`src/hdl/mrg_pkg.sv`:
```
// shared types, codes and helpers of the mouse report generator
// no dependencies; compiled first

package mrg_pkg;

  localparam int CFG_IDX_W  = 2;
  localparam int CFG_DATA_W = 16;

  localparam logic [CFG_IDX_W-1:0] CFG_REPORT_ID  = 2'd0;
  localparam logic [CFG_IDX_W-1:0] CFG_PAN_ENABLE = 2'd1;
  localparam logic [CFG_IDX_W-1:0] CFG_INTERVAL   = 2'd2;

  localparam logic [15:0] INTERVAL_RESET = 16'd8;
  localparam logic [16:0] STEP_ROUND     = 17'd126;
  // x / 127 for x below 33654 as (x * STEP_RECIP) >> RECIP_SHIFT
  localparam logic [15:0] STEP_RECIP     = 16'd33027;
  localparam int          RECIP_SHIFT    = 22;
  localparam logic [6:0]  CHUNK_MAX      = 7'd127;

  typedef enum logic [2:0] {
    ACT_MOVE       = 3'd0,
    ACT_SCROLL_V   = 3'd1,
    ACT_SCROLL_H   = 3'd2,
    ACT_BUTTON     = 3'd3,
    ACT_MASK       = 3'd4,
    ACT_PLAN       = 3'd5,
    ACT_TICK       = 3'd6,
    ACT_DISCONNECT = 3'd7
  } action_t;

  typedef enum logic [2:0] {
    S_IDLE,
    S_TOT,
    S_TOT_WAIT,
    S_AXIS,
    S_AXIS_WAIT,
    S_MUL,
    S_LEFT
  } seq_state_t;

  typedef struct packed {
    logic signed [7:0] chunk;
    logic [31:0]       acc;
  } drain_t;

  // take at most +-127 out of a residual accumulator
  function automatic drain_t drain(input logic [31:0] acc);
    drain_t d;
    if ($signed(acc) > 32'sd127) begin
      d.chunk = 8'sd127;
    end else if ($signed(acc) < -32'sd127) begin
      d.chunk = -8'sd127;
    end else begin
      d.chunk = acc[7:0];
    end
    d.acc = acc - {{24{d.chunk[7]}}, d.chunk};
    return d;
  endfunction

  function automatic logic signed [7:0] clamp127(input logic signed [15:0] v);
    logic signed [7:0] r;
    if (v > 16'sd127) begin
      r = 8'sd127;
    end else if (v < -16'sd127) begin
      r = -8'sd127;
    end else begin
      r = v[7:0];
    end
    return r;
  endfunction

endpackage

```
`src/hdl/mrg_in_if.sv`:
```
// event channel of the mouse report generator
// no dependencies

interface mrg_in_if;
  logic              valid;
  logic              ready;
  logic [2:0]        action;
  logic signed [15:0] dx;
  logic signed [15:0] dy;
  logic signed [15:0] scroll_amount;
  logic [7:0]        button_mask;
  logic              pressed;
  logic [31:0]       duration_ms;

  modport source (
    output valid, action, dx, dy, scroll_amount, button_mask, pressed, duration_ms,
    input  ready
  );
  modport sink (
    input  valid, action, dx, dy, scroll_amount, button_mask, pressed, duration_ms,
    output ready
  );
endinterface

```
`src/hdl/mrg_out_if.sv`:
```
// report channel of the mouse report generator
// no dependencies

interface mrg_out_if;
  logic              valid;
  logic              ready;
  logic [7:0]        buttons;
  logic signed [7:0] delta_x;
  logic signed [7:0] delta_y;
  logic signed [7:0] wheel;
  logic signed [7:0] pan;
  logic              pan_present;

  modport source (
    output valid, buttons, delta_x, delta_y, wheel, pan, pan_present,
    input  ready
  );
  modport sink (
    input  valid, buttons, delta_x, delta_y, wheel, pan, pan_present,
    output ready
  );
endinterface

```
`src/hdl/mrg_div.sv`:
```
// shared restoring divider, one quotient bit per cycle
// uses nothing from the package

module mrg_div (
  input  logic        clk,
  input  logic        rst_n,
  input  logic        start,
  input  logic [31:0] dividend,
  input  logic [31:0] divisor,
  output logic        done,
  output logic [31:0] quotient
);

  logic [31:0] rem_r, rem_nxt;
  logic [31:0] quo_r, quo_nxt;
  logic [31:0] den_r;
  logic [4:0]  cnt_r;
  logic        busy_r;
  logic        done_r;
  logic [32:0] rem_sh;
  logic [32:0] rem_sub;
  logic        ge;

  always_comb begin
    rem_sh  = {rem_r, quo_r[31]};
    ge      = rem_sh >= {1'b0, den_r};
    rem_sub = rem_sh - {1'b0, den_r};
    rem_nxt = ge ? rem_sub[31:0] : rem_sh[31:0];
    quo_nxt = {quo_r[30:0], ge};
  end

  always_ff @(posedge clk) begin
    if (!rst_n) begin
      busy_r <= 1'b0;
      done_r <= 1'b0;
      cnt_r  <= '0;
    end else if (start) begin
      busy_r <= 1'b1;
      done_r <= 1'b0;
      cnt_r  <= '0;
    end else if (busy_r) begin
      cnt_r <= cnt_r + 5'd1;
      if (cnt_r == 5'd31) begin
        busy_r <= 1'b0;
        done_r <= 1'b1;
      end
    end else begin
      done_r <= 1'b0;
    end
  end

  always_ff @(posedge clk) begin
    if (start) begin
      rem_r <= '0;
      quo_r <= dividend;
      den_r <= divisor;
    end else if (busy_r) begin
      rem_r <= rem_nxt;
      quo_r <= quo_nxt;
    end
  end

  assign done     = done_r;
  assign quotient = quo_r;

endmodule

```
`src/hdl/mouse_report_generator.sv`:
```
// mouse report generator: event handling, tick reporting and move planner
// depends on mrg_pkg, mrg_in_if, mrg_out_if and mrg_div
//
//   channel  direction  handshake      carries
//   in_ch    sink       valid/ready    one pointer event
//   out_ch   source     valid/ready    one mouse report
//   cfg_*    sink       cfg_we only    register index and data
//
// move, scroll, button, mask, tick and disconnect events are handled without leaving S_IDLE
// one pass of the serial divider: start, 32 quotient bits, done
// a planned move: step count by one divider pass, or by reciprocal multiply when
// the duration is zero, then per nonzero axis one pass, followed in chunk mode by
// S_MUL and S_LEFT; a zero axis is set directly in S_AXIS
// in_ch.ready is low while the planner runs and while a report waits unread
// reset is synchronous on rst_n and clears event, plan and config state only

module mouse_report_generator (
  input  logic                            clk,
  input  logic                            rst_n,
  mrg_in_if.sink                          in_ch,
  mrg_out_if.source                       out_ch,
  input  logic                            cfg_we,
  input  logic [mrg_pkg::CFG_IDX_W-1:0]   cfg_index,
  input  logic [mrg_pkg::CFG_DATA_W-1:0]  cfg_data
);
  import mrg_pkg::*;

  seq_state_t state_r, state_nxt;

  logic [7:0]  report_id_r;
  logic        pan_en_r;
  logic [15:0] interval_r;

  logic [7:0]        buttons_r, buttons_nxt;
  logic signed [7:0] pend_x_r, pend_x_nxt;
  logic signed [7:0] pend_y_r, pend_y_nxt;
  logic [31:0]       scroll_r, scroll_nxt;
  logic [31:0]       panres_r, panres_nxt;
  logic              last_act_r, last_act_nxt;
  logic [31:0]       total_r, total_nxt;
  logic [31:0]       done_steps_r, done_steps_nxt;
  logic signed [7:0] step_r [2];
  logic signed [7:0] step_nxt [2];
  logic signed [7:0] last_r [2];
  logic signed [7:0] last_nxt [2];
  logic [31:0]       spacing_r [2];
  logic [31:0]       spacing_nxt [2];
  logic [31:0]       phase_r [2];
  logic [31:0]       phase_nxt [2];

  // planner work registers
  logic [15:0] abs_r [2];
  logic [15:0] abs_nxt [2];
  logic        neg_r [2];
  logic        neg_nxt [2];
  logic [31:0] dur_r, dur_nxt;
  logic        axis_r, axis_nxt;
  logic        chunk_mode_r, chunk_mode_nxt;
  logic [6:0]  chunk_r, chunk_nxt;
  logic [22:0] prod_r, prod_nxt;

  logic              out_valid_r, out_valid_nxt;
  logic [7:0]        o_buttons_r, o_buttons_nxt;
  logic signed [7:0] o_dx_r, o_dx_nxt;
  logic signed [7:0] o_dy_r, o_dy_nxt;
  logic signed [7:0] o_wheel_r, o_wheel_nxt;
  logic signed [7:0] o_pan_r, o_pan_nxt;
  logic              o_pan_pres_r, o_pan_pres_nxt;

  logic        div_start;
  logic [31:0] div_dividend;
  logic [31:0] div_divisor;
  logic        div_done;
  logic [31:0] div_q;

  logic        in_acc;
  action_t     act;
  logic [15:0] ax_in, ay_in, amax;
  logic [16:0] round_sum;
  logic [32:0] recip_prod;
  logic [31:0] fast_total;
  logic [15:0] cur_abs;
  logic [31:0] cur_abs32;
  logic [15:0] interval_eff;
  logic        plan_act, last_step;
  logic        hit [2];
  logic signed [7:0] plan_pick [2];
  logic signed [7:0] rx, ry, wheel, pan;
  drain_t      d_scroll, d_pan;
  logic        active;
  logic [22:0] left_full;
  logic [6:0]  left_c;
  logic [15:0] total_m1;
  logic [7:0]  chunk_s;

  mrg_div u_div (
    .clk      (clk),
    .rst_n    (rst_n),
    .start    (div_start),
    .dividend (div_dividend),
    .divisor  (div_divisor),
    .done     (div_done),
    .quotient (div_q)
  );

  assign in_ch.ready = rst_n && (state_r == S_IDLE) && (!out_valid_r || out_ch.ready);
  assign in_acc      = in_ch.valid && in_ch.ready;
  assign act         = action_t'(in_ch.action);

  always_comb begin
    ax_in        = in_ch.dx[15] ? 16'(-in_ch.dx) : in_ch.dx;
    ay_in        = in_ch.dy[15] ? 16'(-in_ch.dy) : in_ch.dy;
    amax         = (abs_r[0] > abs_r[1]) ? abs_r[0] : abs_r[1];
    // fastest plan: ceil(max|d| / 127) without a divider pass
    round_sum    = {1'b0, amax} + STEP_ROUND;
    recip_prod   = {16'd0, round_sum} * {17'd0, STEP_RECIP};
    fast_total   = {21'd0, recip_prod[32:RECIP_SHIFT]};
    cur_abs      = abs_r[axis_r];
    cur_abs32    = {16'd0, cur_abs};
    interval_eff = (interval_r == 16'd0) ? 16'd1 : interval_r;
    total_m1     = 16'(total_r - 32'd1);
    left_full    = {7'd0, cur_abs} - prod_r;
    left_c       = (left_full > 23'd127) ? CHUNK_MAX : left_full[6:0];
    chunk_s      = neg_r[axis_r] ? 8'(8'd0 - {1'b0, chunk_r}) : {1'b0, chunk_r};
  end

  // tick path: plan step pick and residual drains
  always_comb begin
    plan_act  = done_steps_r < total_r;
    last_step = done_steps_r == (total_r - 32'd1);
    for (int k = 0; k < 2; k++) begin
      hit[k]       = (phase_r[k] + 32'd1) == spacing_r[k];
      plan_pick[k] = last_step ? last_r[k] : (hit[k] ? step_r[k] : 8'sd0);
    end
    rx       = plan_act ? plan_pick[0] : pend_x_r;
    ry       = plan_act ? plan_pick[1] : pend_y_r;
    d_scroll = drain(scroll_r);
    d_pan    = drain(panres_r);
    wheel    = d_scroll.chunk;
    pan      = pan_en_r ? d_pan.chunk : 8'sd0;
    active   = (buttons_r != 8'd0) || (rx != 8'sd0) || (ry != 8'sd0) ||
               (wheel != 8'sd0) || (pan != 8'sd0);
  end

  always_ff @(posedge clk) begin
    if (!rst_n) begin
      state_r <= S_IDLE;
    end else begin
      state_r <= state_nxt;
    end
  end

  always_comb begin
    state_nxt      = state_r;
    buttons_nxt    = buttons_r;
    pend_x_nxt     = pend_x_r;
    pend_y_nxt     = pend_y_r;
    scroll_nxt     = scroll_r;
    panres_nxt     = panres_r;
    last_act_nxt   = last_act_r;
    total_nxt      = total_r;
    done_steps_nxt = done_steps_r;
    for (int k = 0; k < 2; k++) begin
      step_nxt[k]    = step_r[k];
      last_nxt[k]    = last_r[k];
      spacing_nxt[k] = spacing_r[k];
      phase_nxt[k]   = phase_r[k];
      abs_nxt[k]     = abs_r[k];
      neg_nxt[k]     = neg_r[k];
    end
    dur_nxt        = dur_r;
    axis_nxt       = axis_r;
    chunk_mode_nxt = chunk_mode_r;
    chunk_nxt      = chunk_r;
    prod_nxt       = prod_r;
    out_valid_nxt  = out_valid_r && !out_ch.ready;
    o_buttons_nxt  = o_buttons_r;
    o_dx_nxt       = o_dx_r;
    o_dy_nxt       = o_dy_r;
    o_wheel_nxt    = o_wheel_r;
    o_pan_nxt      = o_pan_r;
    o_pan_pres_nxt = o_pan_pres_r;
    div_start      = 1'b0;
    div_dividend   = dur_r;
    div_divisor    = {16'd0, interval_eff};

    case (state_r)
      S_IDLE: begin
        if (in_acc) begin
          case (act)
            ACT_MOVE: begin
              pend_x_nxt = clamp127(in_ch.dx);
              pend_y_nxt = clamp127(in_ch.dy);
            end
            ACT_SCROLL_V: begin
              scroll_nxt = scroll_r + {{16{in_ch.scroll_amount[15]}}, in_ch.scroll_amount};
            end
            ACT_SCROLL_H: begin
              if (pan_en_r) begin
                panres_nxt = panres_r +
                             {{16{in_ch.scroll_amount[15]}}, in_ch.scroll_amount};
              end
            end
            ACT_BUTTON: begin
              buttons_nxt = in_ch.pressed ? (buttons_r | in_ch.button_mask)
                                          : (buttons_r & ~in_ch.button_mask);
            end
            ACT_MASK: begin
              buttons_nxt = in_ch.button_mask;
            end
            ACT_PLAN: begin
              // a zero move leaves any running plan alone
              if (in_ch.dx != 16'sd0 || in_ch.dy != 16'sd0) begin
                abs_nxt[0] = ax_in;
                abs_nxt[1] = ay_in;
                neg_nxt[0] = in_ch.dx[15];
                neg_nxt[1] = in_ch.dy[15];
                dur_nxt    = in_ch.duration_ms;
                state_nxt  = S_TOT;
              end
            end
            ACT_TICK: begin
              if (report_id_r != 8'd0) begin
                if (plan_act) begin
                  done_steps_nxt = done_steps_r + 32'd1;
                  for (int k = 0; k < 2; k++) begin
                    phase_nxt[k] = hit[k] ? 32'd0 : phase_r[k] + 32'd1;
                  end
                end
                scroll_nxt = d_scroll.acc;
                if (pan_en_r) begin
                  panres_nxt = d_pan.acc;
                end
                pend_x_nxt = 8'sd0;
                pend_y_nxt = 8'sd0;
                if (active || last_act_r) begin
                  last_act_nxt   = active;
                  out_valid_nxt  = 1'b1;
                  o_buttons_nxt  = buttons_r;
                  o_dx_nxt       = rx;
                  o_dy_nxt       = ry;
                  o_wheel_nxt    = wheel;
                  o_pan_nxt      = pan;
                  o_pan_pres_nxt = pan_en_r;
                end
              end
            end
            ACT_DISCONNECT: begin
              buttons_nxt    = '0;
              pend_x_nxt     = '0;
              pend_y_nxt     = '0;
              scroll_nxt     = '0;
              panres_nxt     = '0;
              last_act_nxt   = 1'b0;
              total_nxt      = '0;
              done_steps_nxt = '0;
              for (int k = 0; k < 2; k++) begin
                step_nxt[k]    = '0;
                last_nxt[k]    = '0;
                spacing_nxt[k] = 32'd1;
                phase_nxt[k]   = '0;
              end
            end
            default: begin
            end
          endcase
        end
      end

      S_TOT: begin
        // step count: ceil(max|d| / 127) when fastest, else duration / interval
        if (dur_r == 32'd0) begin
          total_nxt      = (fast_total == 32'd0) ? 32'd1 : fast_total;
          done_steps_nxt = '0;
          phase_nxt[0]   = '0;
          phase_nxt[1]   = '0;
          axis_nxt       = 1'b0;
          state_nxt      = S_AXIS;
        end else begin
          div_start = 1'b1;
          state_nxt = S_TOT_WAIT;
        end
      end

      S_TOT_WAIT: begin
        if (div_done) begin
          total_nxt      = (div_q == 32'd0) ? 32'd1 : div_q;
          done_steps_nxt = '0;
          phase_nxt[0]   = '0;
          phase_nxt[1]   = '0;
          axis_nxt       = 1'b0;
          state_nxt      = S_AXIS;
        end
      end

      S_AXIS: begin
        if (cur_abs == 16'd0) begin
          step_nxt[axis_r]    = '0;
          last_nxt[axis_r]    = '0;
          spacing_nxt[axis_r] = 32'd1;
          axis_nxt            = 1'b1;
          state_nxt           = axis_r ? S_IDLE : S_AXIS;
        end else begin
          div_start      = 1'b1;
          chunk_mode_nxt = cur_abs32 >= total_r;
          if (cur_abs32 >= total_r) begin
            div_dividend = cur_abs32;
            div_divisor  = total_r;
          end else begin
            div_dividend = total_r;
            div_divisor  = cur_abs32;
          end
          state_nxt = S_AXIS_WAIT;
        end
      end

      S_AXIS_WAIT: begin
        if (div_done) begin
          if (chunk_mode_r) begin
            chunk_nxt = (div_q > 32'd127) ? CHUNK_MAX : div_q[6:0];
            state_nxt = S_MUL;
          end else begin
            // fewer counts than steps: one count every few steps
            spacing_nxt[axis_r] = (div_q == 32'd0) ? 32'd1 : div_q;
            step_nxt[axis_r]    = neg_r[axis_r] ? -8'sd1 : 8'sd1;
            last_nxt[axis_r]    = neg_r[axis_r] ? -8'sd1 : 8'sd1;
            axis_nxt            = 1'b1;
            state_nxt           = axis_r ? S_IDLE : S_AXIS;
          end
        end
      end

      S_MUL: begin
        // step count is at most the move here, so it fits in 16 bits
        prod_nxt  = chunk_r * total_m1;
        state_nxt = S_LEFT;
      end

      S_LEFT: begin
        step_nxt[axis_r]    = chunk_s;
        last_nxt[axis_r]    = neg_r[axis_r] ? 8'(8'd0 - {1'b0, left_c}) : {1'b0, left_c};
        spacing_nxt[axis_r] = 32'd1;
        axis_nxt            = 1'b1;
        state_nxt           = axis_r ? S_IDLE : S_AXIS;
      end

      default: begin
        state_nxt = S_IDLE;
      end
    endcase
  end

  always_ff @(posedge clk) begin
    if (!rst_n) begin
      report_id_r <= '0;
      pan_en_r    <= 1'b0;
      interval_r  <= INTERVAL_RESET;
    end else if (cfg_we) begin
      case (cfg_index)
        CFG_REPORT_ID:  report_id_r <= cfg_data[7:0];
        CFG_PAN_ENABLE: pan_en_r    <= cfg_data[0];
        CFG_INTERVAL:   interval_r  <= cfg_data;
        default: begin
        end
      endcase
    end
  end

  always_ff @(posedge clk) begin
    if (!rst_n) begin
      buttons_r    <= '0;
      pend_x_r     <= '0;
      pend_y_r     <= '0;
      scroll_r     <= '0;
      panres_r     <= '0;
      last_act_r   <= 1'b0;
      total_r      <= '0;
      done_steps_r <= '0;
      for (int k = 0; k < 2; k++) begin
        step_r[k]    <= '0;
        last_r[k]    <= '0;
        spacing_r[k] <= 32'd1;
        phase_r[k]   <= '0;
      end
      axis_r      <= 1'b0;
      out_valid_r <= 1'b0;
    end else begin
      buttons_r    <= buttons_nxt;
      pend_x_r     <= pend_x_nxt;
      pend_y_r     <= pend_y_nxt;
      scroll_r     <= scroll_nxt;
      panres_r     <= panres_nxt;
      last_act_r   <= last_act_nxt;
      total_r      <= total_nxt;
      done_steps_r <= done_steps_nxt;
      for (int k = 0; k < 2; k++) begin
        step_r[k]    <= step_nxt[k];
        last_r[k]    <= last_nxt[k];
        spacing_r[k] <= spacing_nxt[k];
        phase_r[k]   <= phase_nxt[k];
      end
      axis_r      <= axis_nxt;
      out_valid_r <= out_valid_nxt;
    end
  end

  always_ff @(posedge clk) begin
    for (int k = 0; k < 2; k++) begin
      abs_r[k] <= abs_nxt[k];
      neg_r[k] <= neg_nxt[k];
    end
    dur_r        <= dur_nxt;
    chunk_mode_r <= chunk_mode_nxt;
    chunk_r      <= chunk_nxt;
    prod_r       <= prod_nxt;
    o_buttons_r  <= o_buttons_nxt;
    o_dx_r       <= o_dx_nxt;
    o_dy_r       <= o_dy_nxt;
    o_wheel_r    <= o_wheel_nxt;
    o_pan_r      <= o_pan_nxt;
    o_pan_pres_r <= o_pan_pres_nxt;
  end

  assign out_ch.valid       = out_valid_r;
  assign out_ch.buttons     = o_buttons_r;
  assign out_ch.delta_x     = o_dx_r;
  assign out_ch.delta_y     = o_dy_r;
  assign out_ch.wheel       = o_wheel_r;
  assign out_ch.pan         = o_pan_r;
  assign out_ch.pan_present = o_pan_pres_r;

endmodule

```
`src/flat_wrapper.sv`:
```
// flat-port wrapper written by rule: the top's interface ports become plain ports
module mouse_report_generator_flat import mrg_pkg::*;
  (clk, rst_n, cfg_we, cfg_index, cfg_data, in_ch_valid, in_ch_action, in_ch_dx, in_ch_dy, in_ch_scroll_amount, in_ch_button_mask, in_ch_pressed, in_ch_duration_ms, in_ch_ready, out_ch_valid, out_ch_buttons, out_ch_delta_x, out_ch_delta_y, out_ch_wheel, out_ch_pan, out_ch_pan_present, out_ch_ready);
  mrg_in_if in_ch_i ();
  mrg_out_if out_ch_i ();
  input  logic clk;
  input  logic rst_n;
  input  logic cfg_we;
  input  logic [mrg_pkg::CFG_IDX_W-1:0] cfg_index;
  input  logic [mrg_pkg::CFG_DATA_W-1:0] cfg_data;
  input wire logic [$bits(in_ch_i.valid)-1:0] in_ch_valid;
  input wire logic [$bits(in_ch_i.action)-1:0] in_ch_action;
  input wire logic [$bits(in_ch_i.dx)-1:0] in_ch_dx;
  input wire logic [$bits(in_ch_i.dy)-1:0] in_ch_dy;
  input wire logic [$bits(in_ch_i.scroll_amount)-1:0] in_ch_scroll_amount;
  input wire logic [$bits(in_ch_i.button_mask)-1:0] in_ch_button_mask;
  input wire logic [$bits(in_ch_i.pressed)-1:0] in_ch_pressed;
  input wire logic [$bits(in_ch_i.duration_ms)-1:0] in_ch_duration_ms;
  output wire logic [$bits(in_ch_i.ready)-1:0] in_ch_ready;
  output wire logic [$bits(out_ch_i.valid)-1:0] out_ch_valid;
  output wire logic [$bits(out_ch_i.buttons)-1:0] out_ch_buttons;
  output wire logic [$bits(out_ch_i.delta_x)-1:0] out_ch_delta_x;
  output wire logic [$bits(out_ch_i.delta_y)-1:0] out_ch_delta_y;
  output wire logic [$bits(out_ch_i.wheel)-1:0] out_ch_wheel;
  output wire logic [$bits(out_ch_i.pan)-1:0] out_ch_pan;
  output wire logic [$bits(out_ch_i.pan_present)-1:0] out_ch_pan_present;
  input wire logic [$bits(out_ch_i.ready)-1:0] out_ch_ready;
  assign in_ch_i.valid = in_ch_valid;
  assign in_ch_i.action = in_ch_action;
  assign in_ch_i.dx = in_ch_dx;
  assign in_ch_i.dy = in_ch_dy;
  assign in_ch_i.scroll_amount = in_ch_scroll_amount;
  assign in_ch_i.button_mask = in_ch_button_mask;
  assign in_ch_i.pressed = in_ch_pressed;
  assign in_ch_i.duration_ms = in_ch_duration_ms;
  assign in_ch_ready = in_ch_i.ready;
  assign out_ch_valid = out_ch_i.valid;
  assign out_ch_buttons = out_ch_i.buttons;
  assign out_ch_delta_x = out_ch_i.delta_x;
  assign out_ch_delta_y = out_ch_i.delta_y;
  assign out_ch_wheel = out_ch_i.wheel;
  assign out_ch_pan = out_ch_i.pan;
  assign out_ch_pan_present = out_ch_i.pan_present;
  assign out_ch_i.ready = out_ch_ready;
  mouse_report_generator u_core (.clk(clk), .rst_n(rst_n), .in_ch(in_ch_i), .out_ch(out_ch_i), .cfg_we(cfg_we), .cfg_index(cfg_index), .cfg_data(cfg_data));
endmodule
```
`config.mk`:
```
export PLATFORM = sky130hd
export DESIGN_NAME = mouse_report_generator_flat
export DESIGN_NICKNAME = d
export VERILOG_FILES = /design/src/hdl/mrg_pkg.sv /design/src/hdl/mrg_in_if.sv /design/src/hdl/mrg_out_if.sv /design/src/hdl/mrg_div.sv /design/src/hdl/mouse_report_generator.sv /design/src/flat_wrapper.sv
export SDC_FILE = /design/constraint.sdc
export NUM_CORES = 2
export LEC_CHECK = 0
export BUFFER_PORTS_ARGS = -buffer_cell sky130_fd_sc_hd__buf_4
export CORE_MARGIN = 1.5
export CORE_UTILIZATION = 55
export DETAILED_ROUTE_END_ITERATION = 10
export GPL_TIMING_DRIVEN = 1
export HOLD_SLACK_MARGIN = 0.05
export PLACE_DENSITY = 0.8
export SLEW_MARGIN = 5
export SYNTH_ARGS = -nofsm -noshare
export SYNTH_HDL_FRONTEND = slang
export SYNTH_SLANG_ARGS = --single-unit
```
`constraint.sdc`:
```
create_clock -name clk -period 8.6 [get_ports clk]
set_clock_uncertainty 0.2 [all_clocks]
set_input_delay 0.43 -clock clk [delete_from_list [all_inputs] [get_ports clk]]
set_output_delay 0.43 -clock clk [all_outputs]
set_load 0.005 [all_outputs]
```
# After elaboration in Yosys (flattened, before gate mapping)
# Memory sizes are Yosys's and may differ from the RTL's. A register that Yosys moved wholly into a read port is not among the register bits.
# Cells that the tools add are included.
[classes]
n_addsub = 16
multipliers = 2
order_cmp = 16
eq_ne = 39
n_mux = 145
n_bitwise = 23
n_reduce_logical = 58
[op_table]
columns = ["op", "count"]
rows = [
  ["two-way mux 32 bit", 31],
  ["two-way mux 64 bit", 10],
  ["case mux 32 bit (3 select lines)", 4],
  ["two-way mux 16 bit", 17],
  ["case mux 64 bit (4 select lines)", 1],
  ["two-way mux 8 bit", 25],
  ["case mux 64 bit (3 select lines)", 1],
  ["case mux 16 bit (4 select lines)", 2],
  ["case mux 64 bit (2 select lines)", 1],
  ["adder 32 x 1 -> 32 bit, second input constant", 3],
  ["equality test 32 bit", 3],
  ["zero test 32 bit", 3],
  ["subtractor 32 bit", 3],
  ["case mux 8 bit (3 select lines)", 3],
  ["adder 32 bit", 2],
  ["bitwise mux 16 bit", 4],
  ["bitwise mux 64 bit", 1],
  ["greater-than comparator 32 x 8 -> 1 bit, second input constant", 2],
  ["less-than comparator 32 x 8 -> 1 bit, second input constant", 2],
  ["case mux 32 bit (2 select lines)", 1],
  ["AND 62 bit", 1],
  ["NOT 62 bit", 1],
  ["nonzero test 8 bit", 6],
  [">= comparator 33 x 32 -> 1 bit", 1],
  ["66 further kinds", 171],
]
[word_totals]
register_bits = 390
ramBits = 194
in_bits = 115
n_memories = 6
[memory_table]
columns = ["memory", "depth", "width", "rd", "rd_clocked_by_memory_dff", "wr", "line_no", "rtl"]
rows = [
  ["u_core.phase_r", 2, 32, 2, 0, 2, "mouse_report_generator.sv:48", "logic [31:0] phase_r [2];"],
  ["u_core.spacing_r", 2, 32, 2, 0, 2, "mouse_report_generator.sv:46", "logic [31:0] spacing_r [2];"],
  ["u_core.abs_r", 2, 16, 3, 1, 2, "mouse_report_generator.sv:52", "logic [15:0] abs_r [2];"],
  ["u_core.last_r", 2, 8, 2, 0, 2, "mouse_report_generator.sv:44", "logic signed [7:0] last_r [2];"],
  ["u_core.step_r", 2, 8, 2, 0, 2, "mouse_report_generator.sv:42", "logic signed [7:0] step_r [2];"],
  ["u_core.neg_r", 2, 1, 1, 1, 2, "mouse_report_generator.sv:54", "logic neg_r [2];"],
]

# Longest topological paths before layout
# An unclocked memory read counts as a cell.
[logic_depth]
word_depth = 17
mapped_depth = 35

# By module
# Synthesis repeated with hierarchy kept, for this count alone.
[unflattened]
cells_unflattened = 4984
hier_area_um2 = 42384.4
[by_module_without_submodules]
columns = ["mod", "instances", "cells_per_inst", "area_each_um2", "seq_area_each_um2"]
rows = [
  ["mouse_report_generator", 1, 4406, 36487.5, 11030.6],
  ["mrg_div", 1, 578, 5896.9, 2702.6],
]

# Least setup slack after synthesis
# OpenSTA, ideal clock, no wires.
[synth_path]
path_type = "register to register"
from = "register u_core.state_r[0]"
to = "register u_core.state_r[1]"
setup_ns = 0.059
arrival_ns = 9.317
setup_slack_ns = -0.976
path_stages_with_launch = 10
path_cell_list = "dfxtp_1 -> clkbuf_1 -> or2_2 -> nor2_1 -> and3_1 -> nand2_1 -> nor4b_1 -> o22ai_1 -> o32ai_1 -> and2_1"
[synth_via]
elab_chain_cells = 6
elab_cells_between_ends = 17
cone_classes = "eq/ne: 11; mux: 1; reduce/logical: 5"
[synth_rtl]
columns = ["item", "line_no", "rtl"]
rows = [
  ["from (decl)", "mouse_report_generator.sv:28", "seq_state_t state_r, state_nxt;"],
  ["from (signal assigned)", "mouse_report_generator.sv:149", "state_r <= state_nxt;"],
  ["zero test 3 bit", "mouse_report_generator.sv:106", "assign in_ch.ready = rst_n && (state_r == S_IDLE) && (!out_valid_r || out_ch.ready);"],
  ["logical AND 1 bit (2 in a row)", "mouse_report_generator.sv:106", ""],
  ["net in_ch_ready", "flat_wrapper.sv:19", "output wire logic [$bits(in_ch_i.ready)-1:0] in_ch_ready;"],
  ["logical AND 1 bit", "mouse_report_generator.sv:107", "assign in_acc = in_ch.valid && in_ch.ready;"],
  ["inequality test 2 x 1 -> 1 bit (no source line)", "n/a", ""],
  ["AND reduction 5 bit (no source line)", "n/a", ""],
]
# The timed path passes the listed nets, and every way through them passes these cells.
# A chain may end at the register's enable or synchronous reset.

==> flow_summary.json <==
{
  "status": "finished, final reports clean",
  "path_clk_slew_ns": 0.07,
  "dr_total_vias": 39410,
  "num_rows": 102,
  "cp.arrival_ns": 8.14,
  "ys.flop_type": "dfxtp_1",
  "routabilityCongestion": 1.018,
  "reg2reg_to": "u_core.total_r[0]",
  "worstRegToRegCells": 31,
  "critical_path.most_common_cell": "a21o_1",
  "post-dp-hpwl_um": 95700,
  "cts_tree": "yes",
  "cap_violations": 0,
  "core_area_um2": 77470,
  "cts_resized": 0,
  "areaGrowthSynthToFinish_pct": 12.18,
  "synth_edf_count": 202,
  "holdWs_ns": 0.09904,
  "synth_warnings": 0,
  "dieArea_um2": 79910,
  "maxSlewHeadroom": 0.1558,
  "hold_end": "u_core.abs_r[1][3]",
  "async_flop_share": 0,
  "setup_ws_ns": 0.8080,
  "fin_nets": 5683,
  "dieHeight_um": 282.7,
  "min_period_over_period": 0.9060,
  "crit_path_end_kind": "register",
  "synth_area_um2": 43020,
  "final_area_um2": 48260,
  "max_stage_delay_ns": 0.49,
  "ir_drop_mv": 0.3944,
  "layout_commonest_cell": "nand2_1",
  "clk_latency_ns": 0.63,
  "ys_types": 91,
  "finalHoldViolCount": 0,
  "first_iter_violations": 4101,
  "holdCritStartpoint": "in_ch_dy[1]",
  "max_freq_mhz": 128.3,
  "start_util": 0.5554,
  "dieWidth_um": 282.7,
  "final.min_clock_period_ns": 7.792,
  "report.power.total_w": 0.009086,
  "powerDensity_nw_per_um2": 188.3,
  "htreeDepth": 3,
  "ctsHoldBuffers": 92,
  "hold_path.class": "primary input to register",
  "wl_per_cell_um": 21.17,
  "cts-root-buf": "clkbuf_16",
  "slowest_stage": "fa_1",
  "synth_sequential_area_ratio": 0.3192,
  "worstMarginPinSlew_ns": 1.257,
  "hold_depth": 3,
  "rsz0062_at_grt": "false",
  "grt_pass1_wl_um": 204600,
  "via_per_inst": 6.290,
  "grt_usage": 0.3241,
  "routed_wl_um": 132600,
  "critPathLaunchType": "register",
  "final_cell_mix": "nand2_1 (470), dfxtp_1 (382), nor2_1 (327)",
  "ant_nets": 0,
  "synthCells": 5040,
  "power.leakage_nw": 19.12,
  "drive_gt1_frac": 0.07464,
  "cts_buffers": 67,
  "cts.sinks": 585,
  "critPathMaxFanout": 10,
  "pre_cts_slack_ns": 0.8447,
  "first_global_vias": 37060,
  "grt.overflow.total": 0,
  "setup_viol": 0,
  "drt_first_pass_iters": 6,
  "clockBufferDepth": 3,
  "portBuffers": 157,
  "cp.required_ns": 8.95,
  "netlist_top_cells_area": "dfxtp_1 (18%), edfxtp_1 (14%), ha_1 (9.1%)",
  "dpl-instance-area_um2": 45130,
  "drc": 0,
  "grt_max_degree": 211,
  "antenna_found_initial": 1,
  "io_pins": 158,
  "reg2reg_slack_ns": 0.81,
  "criticalPathCategory": "register to register",
  "fin_tns_setup_ns": 0,
  "ys_ff_latch": 585,
  "yosysTopAreaCell": "dfxtp_1",
  "r2r-start": "u_core.abs_r[1][13]",
  "synth_top_area_share": 0.1782,
  "slew_viol_final": 0,
  "syn_avg_cell_area_um2": 8.536,
  "cts_setup_buffers": 0
}
==> per-stage QoR <==
step | utilization | instances
after floorplan | - | 5055
after global routing | 0.6230 | 6266
after global placement | 0.5826 | 6053
after CTS | 0.6230 | 6265
final | 0.6230 | 6266
after detailed placement | 0.5826 | 6053
==> registers in the layout, indices dropped and copies added (netlist names), 32 cells and up, named ones only <==
signal,count
u_core.panres_r,32
u_core.dur_r,32
u_core.spacing_r,64
u_core.abs_r,32
u_core.u_div.den_r,32
u_core.total_r,32
u_core.u_div.quotient,32
u_core.done_steps_r,32
u_core.phase_r,64
u_core.u_div.rem_r,32
u_core.scroll_r,32
==> cells in the mapped netlist, types with 128 or more instances <==
| master | n |
|---|---|
| clkbuf_1 | 235 |
| nor2_1 | 332 |
| a21oi_1 | 262 |
| xnor2_1 | 230 |
| edfxtp_1 | 202 |
| nand3_1 | 128 |
| o21ai_0 | 319 |
| nor2b_1 | 217 |
| inv_1 | 281 |
| nand2_1 | 470 |
| ha_1 | 312 |
| dfxtp_1 | 383 |
==> kinds of logic after synthesis <==
| family | synth area share |
|---|---|
| AND/OR/NAND/NOR | 0.2167 |
| AO/OA/AOI/OAI | 0.1882 |
| adder cells (fa/ha/maj) | 0.1289 |
| buffers and inverters | 0.04801 |
| multiplexers | 0.02722 |
| flip-flops | 0.3192 |
| other | 0.00008716 |
| XOR/XNOR | 0.07169 |
==> routing by layer <==
metal  track usage  vias to the layer above  wire, µm
met5      0.007937                        -        86
met4        0.1667                        2      7419
met3       0.07054                      387     12530
met2        0.4965                     1897     57920
met1        0.4285                    18720     54680
li1              -                    18400         -
==> how the worst max path moves through the flow <==
stage,from,to,cells after the start
final,u_core.abs_r[1][13],u_core.total_r[0],31
after global routing,u_core.abs_r[1][13],u_core.total_r[0],32
after CTS,u_core.abs_r[1][13],u_core.total_r[0],31
after detailed placement,u_core.abs_r[1][13],u_core.total_r[0],31
after global placement,u_core.abs_r[0][13],u_core.total_r[0],30
after floorplan,u_core.abs_r[0][13],u_core.total_r[0],31
==> area by class of cell <==
type	count	area, µm²
Multi-Input combinational cell	3930	27410
Tap cell	1040	1301
Clock inverter	31	270.3
Antenna cell	1	2.502
Timing Repair Buffer	305	2536
Clock buffer	89	1938
Sequential cell	585	13730
Inverter	285	1070
Fill cell	6456	29200
==> power by group <==
group	internal (W)	total [W]	switching, W	leakage, nW
logic	0.00132	0.00300	0.00169	13.1
registers	0.00306	0.00317	0.000102	4.94
clock network	0.00167	0.00292	0.00125	1.09
==> worst max-delay path, delay by kind of cell (launching register included) <==
| family | cells | cell delay [ns] |
|---|---|---|
| AO/OA/AOI/OAI | 14 | 2.87 |
| adder cells (fa/ha/maj) | 6 | 2.10 |
| AND/OR/NAND/NOR | 4 | 1.10 |
| buffers and inverters | 4 | 0.51 |
| flip-flops | 1 | 0.41 |
| XOR/XNOR | 2 | 0.32 |
| multiplexers | 1 | 0.22 |
(Power assumes the default switching activity.)
